<file path="config.mk">
export PLATFORM = sky130hd
export DESIGN_NAME = pdfu_cfg_regs
export DESIGN_NICKNAME = d
export VERILOG_FILES = /design/src/rtl/pdfu_pkg.sv /design/src/rtl/pdfu_cfg_regs.sv
export SDC_FILE = /design/constraint.sdc
export NUM_CORES = 1
export LEC_CHECK = 0
export ABC_AREA = 1
export BUFFER_PORTS_ARGS = -buffer_cell sky130_fd_sc_hd__buf_2
export CAP_MARGIN = 20
export CORE_MARGIN = 2
export CORE_UTILIZATION = 45
export CTS_CLUSTER_SIZE = 30
export DETAILED_ROUTE_END_ITERATION = 10
export PLACE_DENSITY = 0.8
export SYNTH_ARGS = -nofsm -noshare
export SYNTH_HDL_FRONTEND = slang
export SYNTH_SLANG_ARGS = --single-unit
</file>
<file path="constraint.sdc">
create_clock -name clk -period 1.02 [get_ports clk]
set_input_delay 0.051 -clock clk [delete_from_list [all_inputs] [get_ports clk]]
set_output_delay 0.051 -clock clk [all_outputs]
set_load 0.05 [all_outputs]
</file>
<file path="src/rtl/pdfu_pkg.sv">
// ----------------------------------------------------------------------------
// pdfu_pkg
// Shared types, constants and fixed-point helpers for the particle update.
// ----------------------------------------------------------------------------
package pdfu_pkg;

    localparam int FRAC_BITS  = 16;
    localparam int Q_W        = 24;
    localparam int ALPHA_W    = 17;
    localparam int APB_ADDR_W = 3;
    localparam int APB_DATA_W = 32;

    localparam int ONE_Q   = 1 << FRAC_BITS;
    localparam int STEP_DZ = (ONE_Q + 50) / 100;
    localparam int STEP_A  = (ONE_Q + 250) / 500;

    // exact reciprocal multipliers for 24-bit unsigned operands
    localparam logic [31:0] DIV10_MUL    = 32'hCCCC_CCCD;
    localparam int          DIV10_SHIFT  = 35;
    localparam logic [31:0] DIV100_MUL   = 32'd1374389535;
    localparam int          DIV100_SHIFT = 37;

    localparam logic [0:0] REG_ORIGIN_Z     = 1'b0;
    localparam logic [0:0] REG_FLOOR_OFFSET = 1'b1;

    typedef logic signed [Q_W-1:0]  q24_t;
    typedef logic signed [Q_W:0]    q25_t;
    typedef logic [ALPHA_W-1:0]     alpha_t;

    typedef struct packed {
        q24_t   pos_x;
        q24_t   pos_y;
        q24_t   pos_z;
        q24_t   dir_x;
        q24_t   dir_y;
        q24_t   dir_z;
        alpha_t alpha_in;
        logic   last_in;
    } particle_t;

    typedef struct packed {
        q24_t   new_pos_x;
        q24_t   new_pos_y;
        q24_t   new_pos_z;
        q24_t   new_dir_x;
        q24_t   new_dir_y;
        q24_t   new_dir_z;
        alpha_t alpha_out;
        logic   last_out;
        logic   all_faded;
    } update_t;

    typedef struct packed {
        q24_t origin_z;
        q24_t floor_offset;
    } cfg_t;

    function automatic logic [Q_W-1:0] mag24(input q24_t v);
        logic [Q_W-1:0] u;
        u = v[Q_W-1] ? (~v + 24'd1) : v;
        return u;
    endfunction

    function automatic logic [Q_W-1:0] div10(input logic [Q_W-1:0] a);
        logic [55:0] p;
        p = {32'd0, a} * {24'd0, DIV10_MUL};
        return 24'(p[55:DIV10_SHIFT]);
    endfunction

    function automatic logic [Q_W-1:0] div100(input logic [Q_W-1:0] a);
        logic [55:0] p;
        p = {32'd0, a} * {24'd0, DIV100_MUL};
        return 24'(p[55:DIV100_SHIFT]);
    endfunction

    // signed quotient by ten, truncated toward zero
    function automatic q24_t sdiv10(input q24_t v);
        logic [Q_W-1:0] q;
        q = div10(mag24(v));
        return v[Q_W-1] ? q24_t'(~q + 24'd1) : q24_t'(q);
    endfunction

    function automatic q24_t sat24(input q25_t v);
        q24_t r;
        if (v > 25'sd8388607)
            r = 24'sh7F_FFFF;
        else if (v < -25'sd8388608)
            r = 24'sh80_0000;
        else
            r = v[Q_W-1:0];
        return r;
    endfunction

    function automatic q25_t sx25(input q24_t v);
        return {v[Q_W-1], v};
    endfunction

endpackage

</file>
<file path="src/rtl/pdfu_cfg_regs.sv">
// ----------------------------------------------------------------------------
// pdfu_cfg_regs
// APB register file holding the origin z and floor offset.
// ----------------------------------------------------------------------------
module pdfu_cfg_regs (
    input  logic                             clk,
    input  logic                             rst_n,
    input  logic                             psel,
    input  logic                             penable,
    input  logic                             pwrite,
    input  logic [pdfu_pkg::APB_ADDR_W-1:0]  paddr,
    input  logic [pdfu_pkg::APB_DATA_W-1:0]  pwdata,
    output logic [pdfu_pkg::APB_DATA_W-1:0]  prdata,
    output logic                             pready,
    output pdfu_pkg::cfg_t                   cfg
);

    pdfu_pkg::q24_t origin_z_reg;
    pdfu_pkg::q24_t floor_offset_reg;
    logic           wr_en;
    logic [0:0]     reg_idx;

    assign pready  = 1'b1;
    assign wr_en   = psel && penable && pwrite && pready;
    assign reg_idx = paddr[2];

    always_ff @(posedge clk or negedge rst_n)
    begin
        if (!rst_n)
        begin
            origin_z_reg     <= '0;
            floor_offset_reg <= '0;
        end
        else if (wr_en)
        begin
            case (reg_idx)
                pdfu_pkg::REG_ORIGIN_Z:     origin_z_reg     <= pwdata[23:0];
                pdfu_pkg::REG_FLOOR_OFFSET: floor_offset_reg <= pwdata[23:0];
                default:                    ;
            endcase
        end
    end

    always_comb
    begin
        case (reg_idx)
            pdfu_pkg::REG_ORIGIN_Z:     prdata = 32'(signed'(origin_z_reg));
            pdfu_pkg::REG_FLOOR_OFFSET: prdata = 32'(signed'(floor_offset_reg));
            default:                    prdata = '0;
        endcase
    end

    assign cfg.origin_z     = origin_z_reg;
    assign cfg.floor_offset = floor_offset_reg;

endmodule

</file>
Word level (Yosys, flattened, before mapping)
Index checks and enable logic that the tools add are counted.
{"block": "word_totals", "regBits": 48, "latchBits": 0, "ramBits": 0, "romBits": 0, "in_bits": 40, "out_inout_bits": 81, "elab_cells": 8, "mem_count": 0}
{"block": "classes", "n_addsub": 0, "n_mul": 0, "div_mod_pow": 0, "n_lt_le_gt_ge": 0, "n_eq_ne": 0, "n_shift": 0, "muxes": 1, "bitwise_logic": 1, "reduce_logical": 4}
{"cell": "one-hot mux 32 bit (2 select lines)", "n": 1}
{"cell": "AND reduction 2 bit", "n": 2}
{"cell": "logical AND 1 bit", "n": 2}
{"cell": "NOT 1 bit", "n": 1}

Longest topological paths before layout
{"block": "logic_depth", "ltp_word": 3, "mapped_depth": 6, "mapped_depth_nobuf": 4}

Worst setup path before layout
Ideal clock, no wire load.
{"block": "synth_path", "kind": "register to output", "start": "register floor_offset_reg[23]", "end": "output port prdata[24] (netlist name)", "arrival_time_ns": 1.510, "required_ns": 0.969, "slack_ns": -0.541, "path_stages_with_launch": 4, "n_path_buf": 1, "path_cell_list": "dfrtp_1 > nand2_1 > nand2_1 > buf_4"}
{"block": "synth_via", "elab_chain_cells": 1}
{"element": "from (decl)", "line": "pdfu_cfg_regs.sv:19", "rtl": "pdfu_pkg::q24_t floor_offset_reg;"}
{"element": "from (signal assigned)", "line": "pdfu_cfg_regs.sv:38", "rtl": "pdfu_pkg::REG_FLOOR_OFFSET: floor_offset_reg <= pwdata[23:0];"}
{"element": "one-hot mux 32 bit (2 select lines)", "line": "pdfu_cfg_regs.sv:46", "rtl": "case (reg_idx)"}
{"element": "to (decl)", "line": "pdfu_cfg_regs.sv:13", "rtl": "output logic [pdfu_pkg::APB_DATA_W-1:0] prdata,"}
No other way between the ends.

Worst setup path in the final report
{"block": "layout_path", "start": "register floor_offset_reg[23]", "end": "output port prdata[30] (netlist name)"}
The elaborated chain is that of the path after synthesis.

==> impl_results.md <==
* Die area at 0.00564 sq mm
* WHS at 5.47 ps
* Hold Vio Cnt, Final at 0
* Die X-Extent at 75.1 um
* H-tree Lvls at 2
* Worst r2r dst: origin_z_reg[8]$_DFFE_PN0P_
* Synth cell types at 12
* Overall power at 8.15 mW
* GRT Total Usage at 0.235
* FF+latch count, synth at 48
* IO Port Bufs at 109
* Drt drc at 0
* NetSw at 4.01 mW
* Cts bufs inserted at 5
* # setup viols final at 33
* Die Ht at 75.1 um
* Clock network power share at 0.131
* Clock root buffer master: clkbuf_8
* Peak VDD IR at 1.14 mV
* First-pass GRT wire length at 10300 um
* Switching share of total power at 0.492
* Crit-path slowest cell: dfrtp_2
* Slew Limit Fails at 0
* Cells after synthesis at 299
* Share of layout cells above drive strength 1 at 0.627
* Period utilisation layout at 1.11
* Synth Cell Area at 0.00227 sq mm
* CP Max Fanout at 9
* N_diodes at 0
* Total gr overflow at 0
* Failing checks: negative setup slack
* Largest net degree at the start of global routing at 49
* DR iter-0 viols at 265
* Ys Warns at 0
* Clock sink count at 48
* Min cycle time layout at 1130 ps
* Routed Antenna Nets at 0
* Worst hold endpoint: origin_z_reg[3]$_DFFE_PN0P_
* Crit path buf inv count at 1
* Via count at 2431
* Internal power at 4.14 mW
* Most common cell after layout, fill and taps aside: nand2_1
* Max_cap viols at 0
* Worst-path cell chain: nand2_4 -> nand2_8 -> buf_6
* Net count after synthesis at 339
* I/O pin total at 121
* Final Non-Filler Cells at 475
* WP data arrival at 1080 ps
* R2R Path Start: origin_z_reg[8]$_DFFE_PN0P_
* Sequential power share at 0.332
* HP Class: input pin to register
* Placed cell areas at 0.00306 sq mm
* CTS Buffer Depth at 2
* Delay-heaviest family, CP: flip-flops
* Total core area at 0.00479 sq mm
* Dpl hpwl at 4090 um
* DR pass1 iterations at 4
* Final Worst Setup Slack at -109 ps
* Initial antenna violation count at 0
* Vias in the first global route at 2286
* Worst-path clk slew at 80 ps
* TNS Setup at -1650 ps
* Syn Area/Cell at 7.60 sq um
* Hold path depth at 3
* Final WL at 7120 um
* Area Growth Syn to Fin at 61.0%
* Initial Util at 0.475
* Routed len/inst at 15.0 um
* Most frequent cells in the layout: nand2_1 (97), nand2_2 (69), buf_2 (49)
* Status: finished, violations left
* Total leakage power at 1.92 nW
* Sequential-to-total area share from yosys stat at 0.528
* Comb pwr share at 0.537
* Crit path kind: register to output port
* Final Cell Area at 0.00366 sq mm
* Placer Congestion at 0.823
* Placed cells at 461
* Worst reg2reg setup slack at 240 ps
* Peak Freq at 886 MHz
* PD cells at 2230 mW/mm^2
* RSZ-0062 raised after global routing: yes
* Via/cell ratio at 5.12
* Clk Latency, worst-skew pair at 290 ps
* Nets@finish at 448
* Worst endpoint required time at 970 ps
* Skew final at 0 ps
* TritonCTS clock tree: done
* Hold Path Origin: pwdata[3]
* Critical path launch point type: register
* Max stage delay on crit path at 440 ps
* # rows at 25
* Worst Setup End Kind: output port
* Worst reg2reg path depth at 3
per-layer routing:
| metal | vias up | wire [um] | global-route usage | share of wire |
|---|---|---|---|---|
| met3 | 6 | 470 | 0.0415 | 0.066 |
| met5 | - | 0 | 0 | 0 |
| met2 | 118 | 3880 | 0.429 | 0.54 |
| li1 | 1139 | - | - | - |
| met4 | 0 | 68 | 0.0575 | 0.0095 |
| met1 | 1168 | 2710 | 0.288 | 0.38 |
power by group through the flow:
stage | sequential (mW) | combinational, mW | clock (mW)
CTS | 2.64 | 4.15 | 1.09
finish | 2.71 | 4.38 | 1.06
global placement | 2.63 | 3.57 | 0
detailed placement | 2.65 | 3.62 | 0
floorplan | 3.90 | 1.68 | 0
global route | 2.75 | 4.58 | 1.15
logic make-up after synthesis:
group | Yosys count | share of synthesized area
buffers and inverters | 30 | 0.0781
DFF | 48 | 0.528
other | 1 | 0.00165
and+or+nand+nor | 220 | 0.392
cell usage after synthesis (all sizes together):
cell / count / area share
clkbuf: 6 / 0.0099
nor2: 1 / 0.0016
nand3: 48 / 0.11
inv: 2 / 0.0033
nand2: 169 / 0.28
nand4: 2 / 0.0055
conb: 1 / 0.0016
dfrtp: 48 / 0.53
buf: 22 / 0.065
metrics by stage:
stage | worst slack (ps) | utilization
3_5_place_dp | -16.2 | 0.639
5_1_grt | -136 | 0.765
3_3_place_gp | 20.6 | 0.639
4_1_cts | -115 | 0.733
6_report | -109 | 0.765
2_1_floorplan | -27.5 | -
what timing repair did:
item,in CTS,in global routing
gates resized for setup,106,56
hold endpoints to repair,49,0
hold buffers,2,0
buffers inserted,4,1
pin swaps,29,21
setup endpoints to repair,34,51
worst max-delay path by stage:
stage                                     start                           end  slack (ps)  cells after the start
2_1_floorplan      origin_z_reg[23]$_DFFE_PN0P_                    prdata[24]         -30                      3
3_3_place_gp                           paddr[2]                    prdata[28]          20                      6
3_5_place_dp                           paddr[2]  origin_z_reg[13]$_DFFE_PN0P_         -20                      7
4_1_cts        floor_offset_reg[23]$_DFFE_PN0P_                    prdata[29]        -120                      3
5_1_grt        floor_offset_reg[23]$_DFFE_PN0P_                    prdata[30]        -140                      3
6_report       floor_offset_reg[23]$_DFFE_PN0P_                    prdata[30]        -110                      3
cell type report:
cell class	instances	area, sq um
Clock buffer	6	72.6
Clock inverter	1	5.00
Fill cell	337	1130
Inverter	2	7.51
Multi-Input combinational cell	221	1110
Sequential cell	48	1260
Tap cell	67	83.8
Timing Repair Buffer	130	1120
tightest hold or removal path: cells and delay by family:
family | cells | cell delay (ps)
and+or+nand+nor | 2 | 130
buffers and inverters | 1 | 90
(Power assumes the default switching activity.)
